<file path="config.mk">
export PLATFORM = sky130hd
export DESIGN_NAME = npi_multiplier
export DESIGN_NICKNAME = d
export VERILOG_FILES = /design/src/npi_pkg.sv /design/src/npi_multiplier.sv
export SDC_FILE = /design/constraint.sdc
export NUM_CORES = 2
export LEC_CHECK = 0
export BUFFER_PORTS_ARGS = -buffer_cell sky130_fd_sc_hd__clkbuf_2
export CORE_UTILIZATION = 40
export CTS_CLUSTER_SIZE = 25
export DETAILED_ROUTE_END_ITERATION = 10
export PLACE_DENSITY = 0.67
export SETUP_SLACK_MARGIN = 0.15
export SYNTH_ARGS = -nofsm -noshare
export SYNTH_HDL_FRONTEND = slang
export SYNTH_SLANG_ARGS = --single-unit
</file>
<file path="constraint.sdc">
create_clock -name clk -period 36.2 [get_ports clk]
set_input_delay 5.43 -clock clk [delete_from_list [all_inputs] [get_ports clk]]
set_output_delay 5.43 -clock clk [all_outputs]
set_load 0.02 [all_outputs]
</file>
<file path="src/npi_pkg.sv">
// Package of the Neville interpolator core: constants, status codes, sequencer states.
// Depends on nothing.
`timescale 1ns / 1ps
package npi_pkg;
	localparam int MaxPointsDefault = 16;
	localparam int FracBitsDefault = 16;

	typedef enum logic [1:0] {
		ST_OK = 2'd0,
		ST_SAME_X = 2'd1,
		ST_DROPPED = 2'd2
	} npi_status_t;

	typedef enum logic [3:0] {
		S_LOAD, S_SCAN_RD, S_SCAN, S_LVL, S_RD, S_DIV_GO, S_DIV_WAIT,
		S_MUL_LO, S_MUL_HI, S_WR, S_PICK, S_PICK_RD, S_PICK_ADD, S_OUT
	} npi_state_t;

	// Saturate a 64-bit signed value to 32 bits.
	function automatic logic signed [31:0] sat32(input logic signed [63:0] v);
		logic signed [31:0] r;
		if (v > 64'sd2147483647) r = 32'sh7FFFFFFF;
		else if (v < -64'sd2147483648) r = 32'sh80000000;
		else r = v[31:0];
		return r;
	endfunction
endpackage

</file>
<file path="src/npi_multiplier.sv">
// Registered signed-magnitude multiplier, 33 by 32 bits, shifted and saturated.
// Depends on npi_pkg.
`timescale 1ns / 1ps
module npi_multiplier import npi_pkg::*; #(
	parameter int FRAC_BITS = FracBitsDefault
) (
	input  logic               clk,
	input  logic signed [33:0] a,
	input  logic signed [31:0] b,
	output logic signed [31:0] prod
);
	logic [32:0] am;
	logic [31:0] bm;
	logic [64:0] p_s1;
	logic        neg_s1;
	logic [64:0] sh;

	assign am = a[33] ? 33'(-a) : a[32:0];
	assign bm = b[31] ? 32'(-b) : 32'(b);

	always_ff @(posedge clk) begin
		p_s1 <= 65'(am) * 65'(bm);
		neg_s1 <= a[33] ^ b[31];
	end

	assign sh = p_s1 >> FRAC_BITS;
	always_comb begin
		if (neg_s1) prod = (sh >= 65'h80000000) ? 32'sh80000000 : 32'(-sh);
		else prod = (sh >= 65'h7FFFFFFF) ? 32'sh7FFFFFFF : sh[31:0];
	end
endmodule

</file>
==> impl_metrics.tcl <==
set metrics [dict create \
    status "finished, final reports clean" \
    grt_pass1_vias 31400 \
    synth_nets 5491 \
    cp_slowest_cell "xor2_2" \
    ys_warn_count 0 \
    first_iter_violations 2526 \
    crit_type "input pin to register" \
    ys_seq_area_share_pct 2.75 \
    top_layer_used "met5" \
    pre_cts_slack_ps 19610 \
    synth-async-reset-ratio_pct 0 \
    yosys.area.top_type_share_pct 51.0 \
    htreeDepth 2 \
    grt_pass1_wl_um 182000 \
    relSlewSlack_pct 14.2 \
    syn_area_per_cell_sq_um 8.58 \
    final_nets 5518 \
    core-area_sq_um 90000 \
    clk_pin_slew_ps 60 \
    start_util_pct 40.4 \
    max_freq_ghz 0.0615 \
    yosys.area_share.simple_pct 15.9 \
    synth_compound_area_share_pct 5.13 \
    synth_area_leaders "fa_1 51%, inv_1 9.8%, ha_1 9.1%" \
    finalSetupViolCount 0 \
    fill_cells 8939 \
    worst_pin_slew_ps 1270 \
    hold_class "input pin to register" \
    drt_pass1_iterations 5 \
    dieArea_sq_um 92100 \
    synth_edf_count 0 \
    hp-start "b[31]" \
    slew_viol_final 0 \
    place_hpwl_um 96000 \
    ant_nets 0 \
    drive_above_1_share_pct 6.95 \
    arrival_ps 16430 \
    grt_max_degree 38 \
    num_vias 29700 \
    overflow 0 \
    required_ps 36380 \
    hold_slack_ps 5830 \
    finalWorstSetupSlack_ps 19950 \
    track_usage_pct 26.4 \
    critPathBufInv 6 \
    synthAdderAreaFrac_pct 60.1 \
    min_to "neg_s1$_DFF_P_" \
    worstHoldPathCells 3 \
    ys_types 75 \
    synth.area.mux_share_pct 0.110 \
    cts_tree "yes" \
    routedWlPerCell_um 21.8 \
    dieHeight_um 303 \
    layout_common_cells "946 x inv_1, 925 x fa_1, 676 x nand2_1" \
    ioPinCount 99 \
    synthXorXnorAreaFrac_pct 4.14 \
    post-route-period-util_pct 44.9 \
    crit_family "adder cells" \
    area.growth.synth_to_final_pct 7.22 \
    routed_wirelength_um 118000 \
    setup_tns_ps 0 \
    wirelength_met1_um 42400 \
    crit_top_cell "fa_1" \
    multiInputGateArea_sq_um 31400 \
    place.gp.congestion 0.972 \
    numCtsBuffers 5 \
    cts.sinks 50 \
    fin_crit_ps 16250 \
    yosys.area.top_type "fa_1" \
    final_common_cell "inv_1" \
    placementRows 110 \
    synth_ff_type "dfxtp_1" \
    root_buffer "clkbuf_16" \
    max-cap-violations 0 \
    vias_per_cell 5.46 \
    cts_hold_buf 0 \
    met3WireLength_um 11200 \
    cts_resized 0 \
    syn_inst 4234 \
    rsz0062_at_grt "false" \
    critical_path.max_fanout 23 \
    syn-cell-area_sq_um 36300 \
    cts_setup_buffers 0 \
    ys_seq_elements 50 \
    startpoint_type "input pin" \
    finalHoldViolCount 0 \
    critPathCaptureType "register" \
    antenna_found_initial 3 \
    drc 0 \
    cpPeakStageDelay_ps 910 \
    portBuffers 98 \
    wl_met2_um 55700 \
    synth_top_family_by_area "adder cells" \
    ctsLongestPathBuffers 2 \
    seqCellArea_sq_um 1000 \
    die_w_um 303 \
]
-- routing by layer --
layer  global-route usage, %  up-vias
met1                    32.2    15200
met2                    43.3     1560
met4                    16.5        4
met3                    4.97      411
li1                        -    12500
met5                       0        -
-- how the worst max path moves through the flow --
| stage | slack [ps] | startpoint | endpoint | depth (start not counted) |
|---|---|---|---|---|
| after global placement | 19790 | b[0] | p_s1[59]$_DFF_P_ | 32 |
| after global routing | 19340 | b[0] | p_s1[59]$_DFF_P_ | 32 |
| after CTS | 19900 | b[0] | p_s1[59]$_DFF_P_ | 32 |
| after detailed placement | 19610 | b[0] | p_s1[59]$_DFF_P_ | 32 |
| after floorplan | 21140 | a[0] | p_s1[63]$_DFF_P_ | 37 |
| final | 19950 | b[0] | p_s1[59]$_DFF_P_ | 32 |
-- through the flow --
stage / std cells / util (%) / cell area, sq um
after floorplan: 4234 / - / 36300
after global placement: 5430 / 43.1 / 38800
after detailed placement: 5430 / 43.1 / 38800
after CTS: 5438 / 43.3 / 39000
after global routing: 5439 / 43.3 / 39000
final: 5439 / 43.3 / 39000
-- cell type report --
| class | count | area share (%) |
|---|---|---|
| Multi-Input combinational cell | 3042 | 80.6 |
| Inverter | 946 | 9.11 |
| Tap cell | 1176 | 3.78 |
| Timing Repair Buffer | 216 | 3.53 |
| Sequential cell | 50 | 2.57 |
| Clock buffer | 6 | 0.331 |
| Clock inverter | 2 | 0.0963 |
| Antenna cell | 1 | 0.00642 |
-- logic make-up after synthesis --
family | count (synthesis)
DFF | 50
xor gates and xnor gates | 169
and+or+nand+nor | 1398
buffers and inverters | 1142
AOI/OAI and AO/OA | 281
muxes | 4
adders and majority gates | 1190
-- sequential cells by signal, indices dropped and copies added, names as in the netlist --
name,count
neg_s1,1
p_s1,49
-- cells in the mapped netlist, types with 16 or more instances --
cell type,count
a21o_1,35
a21oi_1,72
clkbuf_1,175
dfxtp_1,50
fa_1,925
ha_1,265
inv_1,946
nand2_1,676
nand3_1,21
nand4_1,25
nor2_1,541
nor3_1,27
o21ai_0,63
o41ai_1,16
or3_1,21
xnor2_1,93
xor2_1,73
Power is left out: the tool's default activity adds up to more than one toggle a clock period on the data nets, which glitch-free logic cannot reach.
