===== src/npi_pkg.sv =====
// Package of the Neville interpolator core: constants, status codes, sequencer states.
// Depends on nothing.
`timescale 1ns / 1ps
package npi_pkg;
	localparam int MaxPointsDefault = 16;
	localparam int FracBitsDefault = 16;

	typedef enum logic [1:0] {
		ST_OK = 2'd0,
		ST_SAME_X = 2'd1,
		ST_DROPPED = 2'd2
	} npi_status_t;

	typedef enum logic [3:0] {
		S_LOAD, S_SCAN_RD, S_SCAN, S_LVL, S_RD, S_DIV_GO, S_DIV_WAIT,
		S_MUL_LO, S_MUL_HI, S_WR, S_PICK, S_PICK_RD, S_PICK_ADD, S_OUT
	} npi_state_t;

	// Saturate a 64-bit signed value to 32 bits.
	function automatic logic signed [31:0] sat32(input logic signed [63:0] v);
		logic signed [31:0] r;
		if (v > 64'sd2147483647) r = 32'sh7FFFFFFF;
		else if (v < -64'sd2147483648) r = 32'sh80000000;
		else r = v[31:0];
		return r;
	endfunction
endpackage


===== src/npi_divider.sv =====
// Restoring unsigned-magnitude divider, one quotient bit a cycle, saturating signed result.
// Depends on npi_pkg.
`timescale 1ns / 1ps
module npi_divider import npi_pkg::*; #(
	parameter int FRAC_BITS = FracBitsDefault
) (
	input  logic               clk,
	input  logic               arst_n,
	input  logic               start,
	input  logic signed [33:0] num,
	input  logic signed [33:0] den,
	output logic               done,
	output logic signed [31:0] quot
);
	localparam int NW = 33 + FRAC_BITS;
	localparam int CW = $clog2(NW + 1);

	logic [NW-1:0] dvd_q;
	logic [NW-1:0] quo_q;
	logic [33:0]   rem_q;
	logic [32:0]   dsr_q;
	logic          neg_q;
	logic [CW-1:0] cnt_q;
	logic          busy_q;
	logic [33:0]   trial;
	logic [33:0]   shifted;
	logic [32:0]   an, ad;

	assign an = num[33] ? 33'(-num) : num[32:0];
	assign ad = den[33] ? 33'(-den) : den[32:0];
	assign shifted = {rem_q[32:0], dvd_q[NW-1]};
	assign trial = shifted - {1'b0, dsr_q};

	always_ff @(posedge clk or negedge arst_n) begin
		if (!arst_n) begin
			busy_q <= 1'b0;
			done <= 1'b0;
			cnt_q <= '0;
		end else begin
			done <= 1'b0;
			if (start) begin
				busy_q <= 1'b1;
				cnt_q <= CW'(NW);
			end else if (busy_q) begin
				cnt_q <= cnt_q - 1'b1;
				if (cnt_q == CW'(1)) begin
					busy_q <= 1'b0;
					done <= 1'b1;
				end
			end
		end
	end

	always_ff @(posedge clk) begin
		if (start) begin
			dvd_q <= {an, {FRAC_BITS{1'b0}}};
			dsr_q <= ad;
			rem_q <= '0;
			quo_q <= '0;
			neg_q <= num[33] ^ den[33];
		end else if (busy_q) begin
			dvd_q <= dvd_q << 1;
			if (!trial[33]) begin
				rem_q <= trial;
				quo_q <= {quo_q[NW-2:0], 1'b1};
			end else begin
				rem_q <= shifted;
				quo_q <= {quo_q[NW-2:0], 1'b0};
			end
		end
	end

	always_comb begin
		if (neg_q) quot = (quo_q >= NW'(64'h80000000)) ? 32'sh80000000 : 32'(-quo_q);
		else quot = (quo_q >= NW'(64'h7FFFFFFF)) ? 32'sh7FFFFFFF : quo_q[31:0];
	end
endmodule


===== config.mk =====
export PLATFORM = sky130hd
export DESIGN_NAME = npi_divider
export DESIGN_NICKNAME = d
export VERILOG_FILES = /design/src/npi_pkg.sv /design/src/npi_divider.sv
export SDC_FILE = /design/constraint.sdc
export NUM_CORES = 1
export LEC_CHECK = 0
export BUFFER_PORTS_ARGS = -buffer_cell sky130_fd_sc_hd__buf_2
export CELL_PAD_IN_SITES_DETAIL_PLACEMENT = 1
export CELL_PAD_IN_SITES_GLOBAL_PLACEMENT = 1
export CORE_MARGIN = 3
export CORE_UTILIZATION = 41
export DETAILED_ROUTE_END_ITERATION = 6
export PLACE_DENSITY = 0.8
export SLEW_MARGIN = 20
export SYNTH_ARGS = -nofsm -noshare
export SYNTH_HDL_FRONTEND = slang
export SYNTH_SLANG_ARGS = --single-unit

===== constraint.sdc =====
create_clock -name clk -period 3.7 [get_ports clk]
set_clock_uncertainty 0.05 [all_clocks]
set_input_delay 0.555 -clock clk [delete_from_list [all_inputs] [get_ports clk]]
set_output_delay 0.555 -clock clk [all_outputs]
set_load 0.02 [all_outputs]

==> flow_summary.json <==
{
  "status": "finished, violations left",
  "failed_checks": "setup timing",
  "fin_ws_ps": -615.5,
  "syn-num-nets": 1307,
  "cp-startpoint": "quo_q[10]",
  "start_util_pct": 41.75,
  "drv_cap": 0,
  "syn_area_per_cell_um2": 8.515,
  "fin_area_mm2": 0.01203,
  "tightest_slew_ps": 967.7,
  "p_sw_share_pct": 39.14,
  "fill_cells": 2935,
  "cp_common_cell": "or3_4",
  "hold_viol": 0,
  "finalPower_mw": 6.955,
  "post_dp_cell_area_mm2": 0.01130,
  "synth_flop_cell": "dfxtp_1",
  "core_area_mm2": 0.02439,
  "final_util_pct": 49.33,
  "grt_pass1_vias": 9534,
  "min_from": "den[0]",
  "synth_seq_cells": 157,
  "power_density_mw_per_mm2": 578.1,
  "drt_iter0_markers": 502,
  "startpoint_type": "register",
  "hold_path.class": "in2reg",
  "r2r-start": "dvd_q[48]",
  "setup_viol": 8,
  "max_freq_mhz": 231.7,
  "power_frac_seq_pct": 32.0,
  "via_count": 9220,
  "cp-end-kind": "primary output",
  "seq_area_mm2": 0.003859,
  "cts_tree": "yes",
  "cts.sinks": 157,
  "cpMaxStageDelayCell": "or4_4",
  "cpLargestDelayFamily": "simple AND/OR/NAND/NOR gates",
  "h-tree-depth": 4,
  "p_clk_share_pct": 25.1,
  "drc": 0,
  "power.internal_mw": 4.233,
  "antenna_found_initial": 0,
  "peakVddDrop_v": 0.0002030,
  "drive_gt1_share_pct": 18.30,
  "rsz0062_at_grt": "yes",
  "combPwrFrac_pct": 42.9,
  "synth_cell_type_count": 69,
  "cp.arrival_ps": 3710,
  "ios": 104,
  "min_period_over_period_pct": 116.6,
  "grt_usage_pct": 21.20,
  "num_rows": 57,
  "die_h_um": 163.6,
  "clk_pin_slew_worst_paths_ps": 70,
  "grt_max_degree": 171,
  "area_growth_pct": 18.15,
  "die-area_mm2": 0.02677,
  "first_pass_iters": 5,
  "final_antenna_net_count": 0,
  "path_buf_inv": 1,
  "async_reset_ff_share_pct": 5.096,
  "vias_per_cell": 5.619,
  "yosysWarnings": 0,
  "place.gp.congestion": 0.8712,
  "power_switching_mw": 2.722,
  "critPathRequiredTime_ps": 3090,
  "wl_um": 28180,
  "layout.nets": 1415,
  "antennaDiodeCount": 0,
  "multiInputGateArea_mm2": 0.005968,
  "worstPathCellList": "or4_4 > or3_4 > or3_4 > or3_4 > or3_4 > or3_4 > o41ai_2 > nand2_1 > o311ai_4 > buf_6",
  "syn_area_mm2": 0.01018,
  "avgRoutedWirePerCell_um": 17.17,
  "layout_common_cells": "147 x nand2_1, 146 x nor2_1, 94 x buf_2",
  "criticalPathCategory": "reg2out",
  "cts-root-buf": "clkbuf_16",
  "netlist_instances": 1196,
  "hpwl_um": 19530,
  "clock_latency_ps": 430,
  "power_leakage_nw": 5.366,
  "synth-seq-area-share_pct": 37.84,
  "fp.dieW_um": 163.6,
  "slowest_delay_ps": 540,
  "synth_edf_count": 67,
  "grt_pass1_wl_um": 46840,
  "cts_buffer_depth": 2,
  "numCtsBuffers": 17,
  "gr-total-overflow": 0,
  "maxSlewHeadroom_pct": 35.49,
  "crit_fanout": 4,
  "mostFrequentLayoutCell": "nand2_1",
  "finalMaxSlewViolations": 0,
  "portBuffers": 103,
  "fin_crit_ps": 4316
}
==> state kept, by name, summed over array words and instances, names as in the netlist <==
register	cells
busy_q	1
cnt_q	6
done	1
dsr_q	33
dvd_q	33
neg_q	1
quo_q	49
rem_q	33
==> stage by stage <==
stage                     setup TNS, ps  hold slack [ps]  instances  setup slack (ps)
after CTS                         -2875            310.9       1639            -621.9
after detailed placement          -1273            363.9       1604            -196.8
after floorplan                  -80.84            209.4       1196            -67.72
final                             -3090            328.5       1641            -615.5
after global placement           -735.5            355.7       1604            -152.4
after global routing              -4417            310.7       1641            -744.3
==> cells in the mapped netlist (all sizes together) (2+ instances only) <==
cell | instances | area share (%)
nand3 | 29 | 1.4
a211oi | 13 | 0.96
a21boi | 3 | 0.22
clkbuf | 56 | 2.1
and3 | 4 | 0.25
nor2b | 6 | 0.37
a21oi | 69 | 3.4
xor2 | 38 | 3.3
a31oi | 8 | 0.49
dfxtp | 82 | 16
o31ai | 27 | 2.0
o311ai | 16 | 1.4
nand4 | 18 | 1.1
nor3b | 4 | 0.29
o21ai | 64 | 3.1
nor3 | 20 | 0.98
dfrtp | 8 | 2.0
nand2 | 149 | 5.5
nand2b | 11 | 0.68
a41oi | 2 | 0.17
a21o | 12 | 0.88
nor4 | 17 | 1.2
or4 | 11 | 0.88
o22ai | 2 | 0.12
or3 | 29 | 2.1
edfxtp | 67 | 20
a311oi | 19 | 1.6
ha | 39 | 4.8
o21bai | 4 | 0.29
inv | 48 | 1.8
or2 | 2 | 0.12
a21bo | 2 | 0.20
o41ai | 7 | 0.68
mux2 | 14 | 1.5
o21a | 5 | 0.37
buf | 13 | 0.59
and2 | 5 | 0.31
xnor2 | 53 | 4.6
mux2i | 53 | 5.2
nor2 | 146 | 5.4
a2111oi | 2 | 0.17
==> power groups by stage <==
stage               clock (mW)  sequential [mW]  combinational, mW
global route              1.86             2.26               3.31
floorplan                    0             2.21               2.02
finish                    1.74             2.23               2.99
CTS                       1.78             2.23               2.91
detailed placement           0             2.26               2.82
global placement             0             2.25               2.73
==> what timing repair did <==
item / CTS / global route
pin swaps: 0 / 8
hold buffers: 1 / 0
gates resized for setup: 14 / 25
setup endpoints to repair: 10 / 44
setup buffers: 2 / 3
endpoints found under the hold margin: 8 / 0
==> metal layers <==
| metal | up-vias | global-route usage [%] | routed length, µm |
|---|---|---|---|
| li1 | 4530 | - | - |
| met1 | 4519 | 27.57 | 13150 |
| met2 | 146 | 37.02 | 13910 |
| met3 | 25 | 3.119 | 797 |
| met4 | 0 | 5.152 | 321 |
| met5 | - | 0 | 0 |
==> area by class of cell <==
class	instances	area share, %
Multi-Input combinational cell	920	49.60
Clock buffer	19	3.858
Sequential cell	157	32.07
Clock inverter	13	0.9567
Tap cell	324	3.369
Inverter	49	1.529
Timing Repair Buffer	159	8.611
==> final timing paths <==
path	end	slack, ps	cells after the start
min reg2reg	rem_q[7]	450	2
max in group asynchronous	busy_q	2900	2
min in group asynchronous	busy_q	510	2
min	dsr_q[0]	330	1
max	quot[29]	-620	10
max reg2reg	rem_q[22]	270	12
==> logic make-up (layout without fill, tap and decap cells) <==
| group | Yosys count | count (layout) | synth area share (%) |
|---|---|---|---|
| fa+ha+maj | 40 | 40 | 4.988 |
| compound gates | 268 | 268 | 17.24 |
| xor+xnor | 91 | 91 | 7.827 |
| mux | 67 | 67 | 6.758 |
| buf+inv | 119 | 240 | 4.558 |
| simple gates | 454 | 454 | 20.79 |
| flops | 157 | 157 | 37.84 |
(Power assumes the default switching activity.)
